File: config.mk
export PLATFORM = sky130hd
export DESIGN_NAME = wheel_rpm_estimator_flat
export DESIGN_NICKNAME = d
export VERILOG_FILES = /design/src/design/wre_pkg.sv /design/src/design/wre_if.sv /design/src/design/wre_cfg.sv /design/src/design/wre_div.sv /design/src/design/wre_wheel_ram.sv /design/src/design/wheel_rpm_estimator.sv /design/src/flat_wrapper.sv
export SDC_FILE = /design/constraint.sdc
export NUM_CORES = 2
export LEC_CHECK = 0
export BUFFER_PORTS_ARGS = -buffer_cell sky130_fd_sc_hd__buf_2
export CORE_ASPECT_RATIO = 0.5
export CORE_MARGIN = 10
export CORE_UTILIZATION = 50
export CTS_CLUSTER_DIAMETER = 200
export DETAILED_ROUTE_END_ITERATION = 10
export PLACE_DENSITY = 0.69
export SETUP_SLACK_MARGIN = 0.05
export SYNTH_ARGS = -nofsm -noshare
export SYNTH_HDL_FRONTEND = slang
export SYNTH_SLANG_ARGS = --single-unit
File: constraint.sdc
create_clock -name i_clk -period 12.3 [get_ports i_clk]
set_input_delay 0.615 -clock i_clk [delete_from_list [all_inputs] [get_ports i_clk]]
set_output_delay 0.615 -clock i_clk [all_outputs]
set_load 0.01 [all_outputs]
File: src/design/wre_pkg.sv
// wre_pkg: shared types and constants of the wheel rpm estimator.
// No dependencies; imported by the interfaces and all design modules.

package wre_pkg;

    localparam int N_WHEELS     = 4;
    localparam int W_WHEEL      = $clog2(N_WHEELS);
    localparam int W_TIME       = 32;
    localparam int W_CNT        = 16;
    localparam int W_RPM        = 22;
    localparam int W_PPR        = 16;
    localparam int W_GAIN       = 9;
    localparam int W_LIM        = 10;
    localparam int W_INV        = N_WHEELS;
    localparam int W_CFG_IDX    = 2;
    localparam int W_CFG_DATA   = 16;
    // |delta| * 60000 < 2^31, pulses_per_rev * elapsed < 2^26
    localparam int W_NUM        = 31;
    localparam int W_DEN        = W_PPR + W_LIM;
    localparam int FRAC_BITS_DEF = 8;

    localparam logic [W_RPM-2:0] RPM_LIMIT  = 21'd1787291;
    localparam logic [15:0]      MS_PER_MIN = 16'd60000;
    localparam logic [W_GAIN-1:0] GAIN_ONE  = 9'd256;

    localparam logic [W_PPR-1:0]  PPR_RST  = 16'd1100;
    localparam logic [W_GAIN-1:0] GAIN_RST = 9'd51;
    localparam logic [W_LIM-1:0]  LIM_RST  = 10'd100;
    localparam logic [W_INV-1:0]  INV_RST  = 4'd12;

    typedef enum logic [W_CFG_IDX-1:0] {
        CFG_PPR  = 2'd0,
        CFG_GAIN = 2'd1,
        CFG_LIM  = 2'd2,
        CFG_INV  = 2'd3
    } t_cfg_idx;

    // effective configuration, corner values already folded
    typedef struct packed {
        logic [W_PPR-1:0]  ppr;
        logic [W_GAIN-1:0] gain;
        logic [W_LIM-1:0]  lim;
        logic [W_INV-1:0]  inv;
    } t_cfg;

endpackage

File: src/design/wre_if.sv
// wre_if: valid/ready channel interfaces of the wheel rpm estimator.
// Depends on wre_pkg.

interface wre_in_if;
    import wre_pkg::*;
    logic              valid;
    logic              ready;
    logic [W_TIME-1:0] time_ms;
    logic [W_CNT-1:0]  count_wheel1;
    logic [W_CNT-1:0]  count_wheel2;
    logic [W_CNT-1:0]  count_wheel3;
    logic [W_CNT-1:0]  count_wheel4;

    modport source (output valid, time_ms, count_wheel1, count_wheel2,
                    count_wheel3, count_wheel4, input ready);
    modport sink   (input valid, time_ms, count_wheel1, count_wheel2,
                    count_wheel3, count_wheel4, output ready);
endinterface

interface wre_out_if;
    import wre_pkg::*;
    logic                    valid;
    logic                    ready;
    logic signed [W_RPM-1:0] rpm_wheel1;
    logic signed [W_RPM-1:0] rpm_wheel2;
    logic signed [W_RPM-1:0] rpm_wheel3;
    logic signed [W_RPM-1:0] rpm_wheel4;
    logic signed [W_RPM-1:0] mean_rpm;

    modport source (output valid, rpm_wheel1, rpm_wheel2, rpm_wheel3,
                    rpm_wheel4, mean_rpm, input ready);
    modport sink   (input valid, rpm_wheel1, rpm_wheel2, rpm_wheel3,
                    rpm_wheel4, mean_rpm, output ready);
endinterface

interface wre_cfg_if;
    import wre_pkg::*;
    logic                  valid;
    logic                  ready;
    logic [W_CFG_IDX-1:0]  index;
    logic [W_CFG_DATA-1:0] data;

    modport source (output valid, index, data, input ready);
    modport sink   (input valid, index, data, output ready);
endinterface

File: src/design/wre_cfg.sv
// wre_cfg: configuration registers; presents effective values as a struct.
// Depends on wre_pkg and wre_if.

module wre_cfg (
    input  logic             i_clk,
    input  logic             i_rst_n,
    wre_cfg_if.sink          i_cfg,
    output wre_pkg::t_cfg    o_cfg
);
    import wre_pkg::*;

    logic [W_PPR-1:0]  r_ppr;
    logic [W_GAIN-1:0] r_gain;
    logic [W_LIM-1:0]  r_lim;
    logic [W_INV-1:0]  r_inv;

    assign i_cfg.ready = 1'b1;

    always_ff @(posedge i_clk) begin
        if (!i_rst_n) begin
            r_ppr  <= PPR_RST;
            r_gain <= GAIN_RST;
            r_lim  <= LIM_RST;
            r_inv  <= INV_RST;
        end else if (i_cfg.valid) begin
            unique case (t_cfg_idx'(i_cfg.index))
                CFG_PPR:  r_ppr  <= i_cfg.data[W_PPR-1:0];
                CFG_GAIN: r_gain <= i_cfg.data[W_GAIN-1:0];
                CFG_LIM:  r_lim  <= i_cfg.data[W_LIM-1:0];
                CFG_INV:  r_inv  <= i_cfg.data[W_INV-1:0];
            endcase
        end
    end

    // zero ppr or interval behaves as one, gain saturates at unity
    always_comb begin
        o_cfg.ppr  = (r_ppr == '0) ? W_PPR'(1) : r_ppr;
        o_cfg.lim  = (r_lim == '0) ? W_LIM'(1) : r_lim;
        o_cfg.gain = (r_gain > GAIN_ONE) ? GAIN_ONE : r_gain;
        o_cfg.inv  = r_inv;
    end

endmodule

File: src/design/wre_div.sv
// wre_div: unsigned restoring divider, one quotient bit per cycle.
// Depends on wre_pkg for default widths.

module wre_div #(
    parameter int W_N = wre_pkg::W_NUM,
    parameter int W_D = wre_pkg::W_DEN
) (
    input  logic           i_clk,
    input  logic           i_rst_n,
    input  logic           i_start,
    input  logic [W_N-1:0] i_num,
    input  logic [W_D-1:0] i_den,
    output logic           o_busy,
    output logic [W_N-1:0] o_quot
);
    import wre_pkg::*;

    localparam int W_C = $clog2(W_N + 1);

    logic [W_C-1:0] r_cnt;
    logic [W_D-1:0] r_rem;
    logic [W_N-1:0] r_q;
    logic [W_D-1:0] r_den;
    logic [W_D:0]   trial;
    logic           fits;

    assign trial  = {r_rem, r_q[W_N-1]};
    assign fits   = trial >= {1'b0, r_den};
    assign o_busy = (r_cnt != '0);
    assign o_quot = r_q;

    always_ff @(posedge i_clk) begin
        if (!i_rst_n) begin
            r_cnt <= '0;
        end else if (i_start) begin
            r_cnt <= W_C'(W_N);
        end else if (o_busy) begin
            r_cnt <= r_cnt - W_C'(1);
        end
    end

    // numerator shifts out at the top while quotient bits shift in below
    always_ff @(posedge i_clk) begin
        if (i_start) begin
            r_rem <= '0;
            r_q   <= i_num;
            r_den <= i_den;
        end else if (o_busy) begin
            r_rem <= fits ? W_D'(trial - {1'b0, r_den}) : trial[W_D-1:0];
            r_q   <= {r_q[W_N-2:0], fits};
        end
    end

endmodule

File: src/design/wre_wheel_ram.sv
// wre_wheel_ram: per-wheel state memory {previous count, filter state},
// registered read; entries never written since reset read as zero.
// Depends on wre_pkg.

module wre_wheel_ram #(
    parameter int W_DATA = wre_pkg::W_CNT + wre_pkg::W_RPM + wre_pkg::FRAC_BITS_DEF
) (
    input  logic                       i_clk,
    input  logic                       i_rst_n,
    input  logic                       i_rd_en,
    input  logic [wre_pkg::W_WHEEL-1:0] i_rd_addr,
    input  logic                       i_wr_en,
    input  logic [wre_pkg::W_WHEEL-1:0] i_wr_addr,
    input  logic [W_DATA-1:0]          i_wr_data,
    output logic [W_DATA-1:0]          o_rd_data
);
    import wre_pkg::*;

    logic [W_DATA-1:0]   r_mem [N_WHEELS];
    logic [N_WHEELS-1:0] r_vld;
    logic [W_DATA-1:0]   r_rd_data;
    logic                r_rd_vld;

    always_ff @(posedge i_clk) begin
        if (i_wr_en) begin
            r_mem[i_wr_addr] <= i_wr_data;
        end
        if (i_rd_en) begin
            r_rd_data <= r_mem[i_rd_addr];
        end
    end

    always_ff @(posedge i_clk) begin
        if (!i_rst_n) begin
            r_vld    <= '0;
            r_rd_vld <= 1'b0;
        end else begin
            if (i_wr_en) begin
                r_vld[i_wr_addr] <= 1'b1;
            end
            if (i_rd_en) begin
                r_rd_vld <= r_vld[i_rd_addr];
            end
        end
    end

    assign o_rd_data = r_rd_vld ? r_rd_data : '0;

endmodule

File: src/design/wheel_rpm_estimator.sv
// wheel_rpm_estimator: top level, sequencer and filter datapath.
// Depends on wre_pkg, wre_if, wre_cfg, wre_div and wre_wheel_ram.

// Four-wheel encoder rpm estimator. Each input word carries a millisecond tick
// and four encoder counts; each accepted word yields exactly one output word
// with the four filtered rpms and the mean of the middle two. The wheels are
// processed one after another out of a small state memory: read the wheel
// record, form the count delta and numerator, divide by the pulses per
// revolution times the clamped elapsed time in a shared one-bit-per-cycle
// divider (31 quotient bits), update the exponential filter and write the
// record back. The time from acceptance to a loaded output register is set
// by the four serial divisions; a word arriving while the stored time is zero
// skips the wheels. The input is ready again as soon as the output register
// loads, so a word is accepted only once the previous one is fully processed.
// A new input word is taken as soon as the sequencer is idle, even while the
// previous result still waits in the output register.
// Configuration writes are taken at any time but are only meaningful while
// the block is idle.

module wheel_rpm_estimator #(
    parameter int FRAC_BITS = wre_pkg::FRAC_BITS_DEF
) (
    input  logic        i_clk,
    input  logic        i_rst_n,
    wre_in_if.sink      i_in,
    wre_out_if.source   o_out,
    wre_cfg_if.sink     i_cfg
);
    import wre_pkg::*;

    localparam int W_F    = W_RPM + FRAC_BITS;   // filter state
    localparam int W_P    = W_F + W_GAIN + 1;    // gain product
    localparam int W_S    = W_P + 1;             // product sum
    localparam int W_REC  = W_CNT + W_F;
    localparam int W_SUM4 = W_RPM + 2;

    typedef enum logic [12:0] {
        S_IDLE   = 13'b0000000000001,
        S_PREP   = 13'b0000000000010,
        S_DIVR   = 13'b0000000000100,
        S_RD     = 13'b0000000001000,
        S_DELTA  = 13'b0000000010000,
        S_DSTART = 13'b0000000100000,
        S_DWAIT  = 13'b0000001000000,
        S_FMUL   = 13'b0000010000000,
        S_FSUM   = 13'b0000100000000,
        S_FWB    = 13'b0001000000000,
        S_AVG1   = 13'b0010000000000,
        S_AVG2   = 13'b0100000000000,
        S_DONE   = 13'b1000000000000
    } t_state;

    t_state r_state, n_state;

    t_cfg cfg;

    logic [W_TIME-1:0]        r_time;
    logic [W_TIME-1:0]        r_last_time;
    logic [W_CNT-1:0]         r_cnt [N_WHEELS];
    logic [W_LIM-1:0]         r_elapsed;
    logic [W_DEN-1:0]         r_den;
    logic [W_WHEEL-1:0]       r_wheel;
    logic [W_NUM-1:0]         r_num;
    logic                     r_neg;
    logic signed [W_F-1:0]    r_fold;
    logic signed [W_RPM-1:0]  r_c;
    logic signed [W_P-1:0]    r_p1;
    logic signed [W_P-1:0]    r_p2;
    logic signed [W_S-1:0]    r_sum;
    logic signed [W_RPM-1:0]  r_rpm [N_WHEELS];
    logic signed [W_SUM4-1:0] r_sum4;
    logic signed [W_RPM-1:0]  r_max;
    logic signed [W_RPM-1:0]  r_min;
    logic signed [W_RPM-1:0]  r_avg;

    logic                     r_out_valid;
    logic signed [W_RPM-1:0]  r_out_rpm [N_WHEELS];
    logic signed [W_RPM-1:0]  r_out_avg;

    // ---------------------------------------------------------------- parts
    wre_cfg u_cfg (
        .i_clk   (i_clk),
        .i_rst_n (i_rst_n),
        .i_cfg   (i_cfg),
        .o_cfg   (cfg)
    );

    logic              div_start;
    logic              div_busy;
    logic [W_NUM-1:0]  div_quot;

    wre_div #(
        .W_N (W_NUM),
        .W_D (W_DEN)
    ) u_div (
        .i_clk   (i_clk),
        .i_rst_n (i_rst_n),
        .i_start (div_start),
        .i_num   (r_num),
        .i_den   (r_den),
        .o_busy  (div_busy),
        .o_quot  (div_quot)
    );

    logic              ram_rd_en;
    logic              ram_wr_en;
    logic [W_REC-1:0]  ram_rd_data;
    logic [W_REC-1:0]  ram_wr_data;

    wre_wheel_ram #(
        .W_DATA (W_REC)
    ) u_ram (
        .i_clk     (i_clk),
        .i_rst_n   (i_rst_n),
        .i_rd_en   (ram_rd_en),
        .i_rd_addr (r_wheel),
        .i_wr_en   (ram_wr_en),
        .i_wr_addr (r_wheel),
        .i_wr_data (ram_wr_data),
        .o_rd_data (ram_rd_data)
    );

    // ---------------------------------------------------------------- control
    logic in_fire;
    logic out_free;
    logic last_wheel;

    assign i_in.ready = (r_state == S_IDLE);
    assign in_fire    = i_in.valid && (r_state == S_IDLE);
    assign out_free   = !r_out_valid || o_out.ready;
    assign last_wheel = (r_wheel == W_WHEEL'(N_WHEELS - 1));
    assign div_start  = (r_state == S_DSTART);
    assign ram_rd_en  = (r_state == S_RD);
    assign ram_wr_en  = (r_state == S_FWB);

    always_comb begin
        n_state = r_state;
        unique case (r_state)
            S_IDLE:   if (i_in.valid) n_state = S_PREP;
            S_PREP:   n_state = (r_last_time == '0) ? S_DONE : S_DIVR;
            S_DIVR:   n_state = S_RD;
            S_RD:     n_state = S_DELTA;
            S_DELTA:  n_state = S_DSTART;
            S_DSTART: n_state = S_DWAIT;
            S_DWAIT:  if (!div_busy) n_state = S_FMUL;
            S_FMUL:   n_state = S_FSUM;
            S_FSUM:   n_state = S_FWB;
            S_FWB:    n_state = last_wheel ? S_AVG1 : S_RD;
            S_AVG1:   n_state = S_AVG2;
            S_AVG2:   n_state = S_DONE;
            S_DONE:   if (out_free) n_state = S_IDLE;
            default:  n_state = S_IDLE;
        endcase
    end

    always_ff @(posedge i_clk) begin
        if (!i_rst_n) begin
            r_state     <= S_IDLE;
            r_last_time <= '0;
            r_wheel     <= '0;
        end else begin
            r_state <= n_state;
            if (r_state == S_PREP) begin
                r_last_time <= r_time;
            end
            if (r_state == S_DIVR) begin
                r_wheel <= '0;
            end else if (r_state == S_FWB) begin
                r_wheel <= r_wheel + W_WHEEL'(1);
            end
        end
    end

    // ---------------------------------------------------------------- elapsed
    logic [W_TIME-1:0] diff;
    logic [W_LIM-1:0]  elapsed;

    assign diff = r_time - r_last_time;

    always_comb begin
        priority if (diff == '0) begin
            elapsed = W_LIM'(1);
        end else if (diff > W_TIME'(cfg.lim)) begin
            elapsed = cfg.lim;
        end else begin
            elapsed = diff[W_LIM-1:0];
        end
    end

    // ---------------------------------------------------------------- delta
    logic [W_CNT-1:0]   prev_cnt;
    logic [W_CNT-1:0]   d16;
    logic signed [W_CNT:0] d17;
    logic signed [W_CNT:0] dsig;
    logic [W_CNT:0]     dmag;
    logic [2*W_CNT-1:0] num_full;

    assign prev_cnt = ram_rd_data[W_REC-1 -: W_CNT];
    assign d16      = r_cnt[r_wheel] - prev_cnt;
    assign d17      = $signed({d16[W_CNT-1], d16});
    assign dsig     = cfg.inv[r_wheel] ? -d17 : d17;
    assign dmag     = dsig[W_CNT] ? -dsig : dsig;
    assign num_full = dmag[W_CNT-1:0] * MS_PER_MIN;

    // ---------------------------------------------------------------- filter
    logic [W_RPM-2:0]      cmag;
    logic signed [W_F-1:0] fc;
    logic                  fold_zero;
    logic [W_GAIN-1:0]     g_sel;
    logic [W_GAIN-1:0]     g_rest;
    logic signed [W_S-1:0] sum_b;
    logic signed [W_S-1:0] f_wide;
    logic signed [W_F-1:0] f_new;
    logic signed [W_F-1:0] f_b;
    logic signed [W_RPM-1:0] rpm_new;

    assign cmag = (div_quot > W_NUM'(RPM_LIMIT)) ? RPM_LIMIT : div_quot[W_RPM-2:0];

    // a zero state takes the new value outright: weight one, old weight zero
    assign fc        = $signed({r_c, {FRAC_BITS{1'b0}}});
    assign fold_zero = (r_fold == '0);
    assign g_sel     = fold_zero ? GAIN_ONE : cfg.gain;
    assign g_rest    = GAIN_ONE - g_sel;

    // divide by 256 and by 2^FRAC_BITS, both truncating toward zero
    assign sum_b   = r_sum + (r_sum[W_S-1] ? W_S'(255) : W_S'(0));
    assign f_wide  = sum_b >>> 8;
    assign f_new   = f_wide[W_F-1:0];
    assign f_b     = f_new + (f_new[W_F-1] ? W_F'((1 << FRAC_BITS) - 1) : W_F'(0));
    assign rpm_new = f_b[W_F-1 -: W_RPM];

    assign ram_wr_data = {r_cnt[r_wheel], f_new};

    // ---------------------------------------------------------------- average
    logic signed [W_RPM-1:0]  mx01, mx23, mn01, mn23;
    logic signed [W_SUM4-1:0] mid;
    logic signed [W_SUM4-1:0] mid_b;

    assign mx01 = (r_rpm[0] > r_rpm[1]) ? r_rpm[0] : r_rpm[1];
    assign mn01 = (r_rpm[0] > r_rpm[1]) ? r_rpm[1] : r_rpm[0];
    assign mx23 = (r_rpm[2] > r_rpm[3]) ? r_rpm[2] : r_rpm[3];
    assign mn23 = (r_rpm[2] > r_rpm[3]) ? r_rpm[3] : r_rpm[2];

    assign mid   = r_sum4 - W_SUM4'(r_max) - W_SUM4'(r_min);
    assign mid_b = mid + (mid[W_SUM4-1] ? W_SUM4'(1) : W_SUM4'(0));

    // ---------------------------------------------------------------- datapath
    always_ff @(posedge i_clk) begin
        if (in_fire) begin
            r_time   <= i_in.time_ms;
            r_cnt[0] <= i_in.count_wheel1;
            r_cnt[1] <= i_in.count_wheel2;
            r_cnt[2] <= i_in.count_wheel3;
            r_cnt[3] <= i_in.count_wheel4;
        end
        if (r_state == S_PREP) begin
            r_elapsed <= elapsed;
            if (r_last_time == '0) begin
                for (int i = 0; i < N_WHEELS; i++) begin
                    r_rpm[i] <= '0;
                end
                r_avg <= '0;
            end
        end
        if (r_state == S_DIVR) begin
            r_den <= W_DEN'(cfg.ppr) * W_DEN'(r_elapsed);
        end
        if (r_state == S_DELTA) begin
            r_num  <= num_full[W_NUM-1:0];
            r_neg  <= dsig[W_CNT];
            r_fold <= $signed(ram_rd_data[W_F-1:0]);
        end
        if (r_state == S_DWAIT && !div_busy) begin
            r_c <= r_neg ? -$signed({1'b0, cmag}) : $signed({1'b0, cmag});
        end
        if (r_state == S_FMUL) begin
            r_p1 <= fc * $signed({1'b0, g_sel});
            r_p2 <= r_fold * $signed({1'b0, g_rest});
        end
        if (r_state == S_FSUM) begin
            r_sum <= W_S'(r_p1) + W_S'(r_p2);
        end
        if (r_state == S_FWB) begin
            r_rpm[r_wheel] <= rpm_new;
        end
        if (r_state == S_AVG1) begin
            r_max  <= (mx01 > mx23) ? mx01 : mx23;
            r_min  <= (mn01 > mn23) ? mn23 : mn01;
            r_sum4 <= W_SUM4'(r_rpm[0]) + W_SUM4'(r_rpm[1])
                    + W_SUM4'(r_rpm[2]) + W_SUM4'(r_rpm[3]);
        end
        if (r_state == S_AVG2) begin
            r_avg <= W_RPM'(mid_b >>> 1);
        end
    end

    // ---------------------------------------------------------------- output word
    always_ff @(posedge i_clk) begin
        if (!i_rst_n) begin
            r_out_valid <= 1'b0;
        end else if (r_state == S_DONE && out_free) begin
            r_out_valid <= 1'b1;
        end else if (o_out.ready) begin
            r_out_valid <= 1'b0;
        end
    end

    always_ff @(posedge i_clk) begin
        if (r_state == S_DONE && out_free) begin
            for (int i = 0; i < N_WHEELS; i++) begin
                r_out_rpm[i] <= r_rpm[i];
            end
            r_out_avg <= r_avg;
        end
    end

    assign o_out.valid      = r_out_valid;
    assign o_out.rpm_wheel1 = r_out_rpm[0];
    assign o_out.rpm_wheel2 = r_out_rpm[1];
    assign o_out.rpm_wheel3 = r_out_rpm[2];
    assign o_out.rpm_wheel4 = r_out_rpm[3];
    assign o_out.mean_rpm   = r_out_avg;

endmodule

File: src/flat_wrapper.sv
// flat-port wrapper written by rule: the top's interface ports become plain ports
module wheel_rpm_estimator_flat import wre_pkg::*;
#(
    parameter int FRAC_BITS = wre_pkg::FRAC_BITS_DEF
)
  (i_clk, i_rst_n, i_in_valid, i_in_time_ms, i_in_count_wheel1, i_in_count_wheel2, i_in_count_wheel3, i_in_count_wheel4, i_in_ready, o_out_valid, o_out_rpm_wheel1, o_out_rpm_wheel2, o_out_rpm_wheel3, o_out_rpm_wheel4, o_out_mean_rpm, o_out_ready, i_cfg_valid, i_cfg_index, i_cfg_data, i_cfg_ready);
  wre_in_if i_in_i ();
  wre_out_if o_out_i ();
  wre_cfg_if i_cfg_i ();
  input  logic i_clk;
  input  logic i_rst_n;
  input wire logic [$bits(i_in_i.valid)-1:0] i_in_valid;
  input wire logic [$bits(i_in_i.time_ms)-1:0] i_in_time_ms;
  input wire logic [$bits(i_in_i.count_wheel1)-1:0] i_in_count_wheel1;
  input wire logic [$bits(i_in_i.count_wheel2)-1:0] i_in_count_wheel2;
  input wire logic [$bits(i_in_i.count_wheel3)-1:0] i_in_count_wheel3;
  input wire logic [$bits(i_in_i.count_wheel4)-1:0] i_in_count_wheel4;
  output wire logic [$bits(i_in_i.ready)-1:0] i_in_ready;
  output wire logic [$bits(o_out_i.valid)-1:0] o_out_valid;
  output wire logic [$bits(o_out_i.rpm_wheel1)-1:0] o_out_rpm_wheel1;
  output wire logic [$bits(o_out_i.rpm_wheel2)-1:0] o_out_rpm_wheel2;
  output wire logic [$bits(o_out_i.rpm_wheel3)-1:0] o_out_rpm_wheel3;
  output wire logic [$bits(o_out_i.rpm_wheel4)-1:0] o_out_rpm_wheel4;
  output wire logic [$bits(o_out_i.mean_rpm)-1:0] o_out_mean_rpm;
  input wire logic [$bits(o_out_i.ready)-1:0] o_out_ready;
  input wire logic [$bits(i_cfg_i.valid)-1:0] i_cfg_valid;
  input wire logic [$bits(i_cfg_i.index)-1:0] i_cfg_index;
  input wire logic [$bits(i_cfg_i.data)-1:0] i_cfg_data;
  output wire logic [$bits(i_cfg_i.ready)-1:0] i_cfg_ready;
  assign i_in_i.valid = i_in_valid;
  assign i_in_i.time_ms = i_in_time_ms;
  assign i_in_i.count_wheel1 = i_in_count_wheel1;
  assign i_in_i.count_wheel2 = i_in_count_wheel2;
  assign i_in_i.count_wheel3 = i_in_count_wheel3;
  assign i_in_i.count_wheel4 = i_in_count_wheel4;
  assign i_in_ready = i_in_i.ready;
  assign o_out_valid = o_out_i.valid;
  assign o_out_rpm_wheel1 = o_out_i.rpm_wheel1;
  assign o_out_rpm_wheel2 = o_out_i.rpm_wheel2;
  assign o_out_rpm_wheel3 = o_out_i.rpm_wheel3;
  assign o_out_rpm_wheel4 = o_out_i.rpm_wheel4;
  assign o_out_mean_rpm = o_out_i.mean_rpm;
  assign o_out_i.ready = o_out_ready;
  assign i_cfg_i.valid = i_cfg_valid;
  assign i_cfg_i.index = i_cfg_index;
  assign i_cfg_i.data = i_cfg_data;
  assign i_cfg_ready = i_cfg_i.ready;
  wheel_rpm_estimator #(.FRAC_BITS(FRAC_BITS)) u_core (.i_clk(i_clk), .i_rst_n(i_rst_n), .i_in(i_in_i), .o_out(o_out_i), .i_cfg(i_cfg_i));
endmodule
==> qor.yml <==
routing:
  drc: 0
  drt-initial-drc-count: 4060
  totalWireLength_mm: 180
  antenna_left: 0
  viasPerCell: 5.59
  dr.pass1.iters: 6
  wire_per_inst_um: 19.6
  via_count: 51346
place:
  post-dp-hpwl_mm: 138
  numPlacedInstances: 9000
  gp_congestion: 0.897
  port-buffer-count: 230
die:
  initial_utilization_pct: 50.3
  coreArea_mm2: 0.151
  rows: 101
  die_h_um: 296
  ioPinCount: 232
  die_area_mm2: 0.169
  die_width_um: 572
clock_tree:
  cts-root-buf: "clkbuf_16"
  path_clk_slew_ns: 0.07
  hold_buffers: 0
  htree_levels: 3
  cts_tree: "yes"
  postCtsResizedCells: 0
  numCtsBuffers: 96
  clock_sinks: 1022
  post-cts-setup-buffer-count: 0
  cts_buffer_depth: 3
  clock_latency_ns: 0.74
cells_and_area:
  area_growth_pct: 8.62
  multi_input_area_mm2: 0.0424
  nets: 8397
  final_common_cell: "inv_1"
  utilization_pct: 54.6
  fin_cells: 9179
  fill_cells: 12929
  seqCellArea_mm2: 0.0294
  layout_common_cells: "inv_1, edfxtp_1, nand2_1"
  drive_gt1_share_pct: 8.38
setup_path:
  crit_path_end_kind: "flip-flop"
  path_buf_inv: 6
  crit_arrival_ns: 11.14
  r2r-start: "u_core.r_fold[4]$_SDFFCE_PN0P_"
  start_kind: "flip-flop"
  path_max_fanout: 63
  crit_slowest_cell: "o41ai_1"
  crit_path_start: "u_core.r_fold[4]$_SDFFCE_PN0P_"
  cp.required_ns: 12.78
  crit_top_cell: "fa_1"
  crit_family: "simple AND/OR/NAND/NOR gates"
  slowest_delay_ns: 0.76
  crit_type: "flip-flop to flip-flop"
yosys:
  synthCells: 6954
  yosysWarnings: 0
  ys_ff_latch: 1022
  synth_area_mm2: 0.0761
  synth_cell_types: 110
  async_flop_share_pct: 0
  synth_area_per_cell_um2: 10.9
  synth_seq_area_share_pct: 38.7
  synth_fp_nets: 8261
  synth_edf_count: 897
  synth_ff_type: "edfxtp_1"
grt:
  grt_max_degree: 73
  grt_pass1_vias: 51672
  grt_usage_pct: 21.4
  grt_pass1_wl_mm: 289
  overflow: 0
  antenna_found_initial: 6
sta:
  rsz0062_at_grt: "false"
  slew_viol_final: 0
  final.setup_skew_ns: 0.0604
  fin_tns_setup_ns: 0
  slew-limit-headroom_pct: 22.9
  fin_crit_ns: 10.66
  fin_crit_sh_pct: 86.7
  whs_ns: 0.0721
  worstMarginPinSlew_ns: 1.15
  max_freq_mhz: 93.8
  hold_violations: 0
  finalSetupViolCount: 0
run:
  max_cap_viol_count: 0
pwr:
  swShare_pct: 41.5
  p_clk_share_pct: 16.6
  switchingPower_uw: 7750
  power_density_mw_per_mm2: 226
  pwr-share-comb_pct: 58.1
  power_frac_seq_pct: 25.3
  ir_drop_mv: 0.722
  internal_power_uw: 10900
  power_leakage_uw: 0.0356
worst_hold_path:
  hold_start: "i_in_time_ms[16]"
  hold_class: "input port to flip-flop"
outcome:
  outcome: "finished clean"
==> state kept, by name (all words and copies together), names as in the netlist, 30 cells and up, named ones only <==
name / cells
u_core.r_time: 32
u_core.r_sum: 39
u_core.r_last_time: 32
u_core.u_ram.r_mem: 184
u_core.r_out_rpm: 88
u_core.u_div.o_quot: 31
u_core.r_p2: 40
u_core.r_p1: 32
u_core.r_rpm: 88
u_core.u_ram.r_rd_data: 46
u_core.r_fold: 30
u_core.r_cnt: 64
==> power groups by stage <==
stage               registers, uW  logic [uW]  clock network (uW)
finish                       4730       10800                3090
floorplan                    4750        8400                   0
global placement             4800       10700                   0
global route                 4750       12400                3300
detailed placement           4800       10700                   0
CTS                          4730       10900                3160
==> cell type report <==
| cell class | count | area share (%) |
|---|---|---|
| diodes | 2 | 0.00606 |
| clock buffers | 123 | 3.18 |
| clock inverters | 54 | 0.751 |
| inverters | 921 | 4.18 |
| multi-input cells | 4763 | 51.3 |
| flip-flops and latches | 1022 | 35.6 |
| well taps | 2008 | 3.04 |
| repair buffers | 286 | 1.90 |
==> metal layers <==
metal	track usage, %	vias up	wire (um)
li1	-	24149	-
met3	3.01	274	11700
met4	6.61	0	6140
met2	34.4	1485	81800
met5	0	-	0
met1	30.1	25438	80400
==> logic make-up after synthesis <==
| logic type | after synthesis | synth area share, % |
|---|---|---|
| AO/OA/AOI/OAI | 959 | 8.36 |
| XOR/XNOR | 339 | 3.92 |
| adder cells (fa/ha/maj) | 1188 | 25.7 |
| buffers and inverters | 1169 | 5.82 |
| flip-flops | 1022 | 38.7 |
| multiplexers | 226 | 4.01 |
| other | 1 | 0.00493 |
| AND/OR/NAND/NOR | 2050 | 13.5 |
==> worst paths after layout <==
path         slack, ns                          end  cells after the start
max reg2reg       1.64    u_core.r_p2[39]$_DFFE_PP_                     35
max               1.64    u_core.r_p2[39]$_DFFE_PP_                     35
min reg2reg       0.40    u_core.r_sum[2]$_DFFE_PP_                      0
min               0.07  u_core.r_time[16]$_DFFE_PP_                      1
==> synth_stat cells (all sizes together) (12+ instances only) <==
cell	instances	area, um^2
a211oi	55	423
a21o	106	796
a21oi	307	1540
a311oi	12	111
a31oi	25	163
and2	277	1740
and3	171	1070
and4	20	180
buf	37	180
clkbuf	211	793
dfxtp	125	2500
edfxtp	897	26900
fa	625	12500
ha	563	7040
inv	921	3460
mux2i	160	1600
mux4	63	1420
nand2	685	2570
nand2b	44	275
nand3	93	480
nand3b	19	159
nand4	58	369
nor2	365	1370
nor2b	70	438
nor3	85	435
nor3b	16	125
nor4	43	290
o211a	12	120
o211ai	22	165
o21a	50	375
o21ai	169	850
o21bai	30	225
o311ai	15	131
o31ai	19	156
o41ai	13	129
or2	20	125
or3	55	349
xnor2	218	1920
xor2	121	1070
==> through the flow <==
step | power [uW] | instance area (um^2) | worst slack, ns
floorplan | 13200 | 76100 | 3.00
global placement | 15500 | 79400 | 1.84
detailed placement | 15500 | 79400 | 1.80
CTS | 18800 | 82600 | 1.75
global route | 20500 | 82600 | 0.963
finish | 18700 | 82600 | 1.64
No activity file was read; power rests on OpenSTA's default activity.
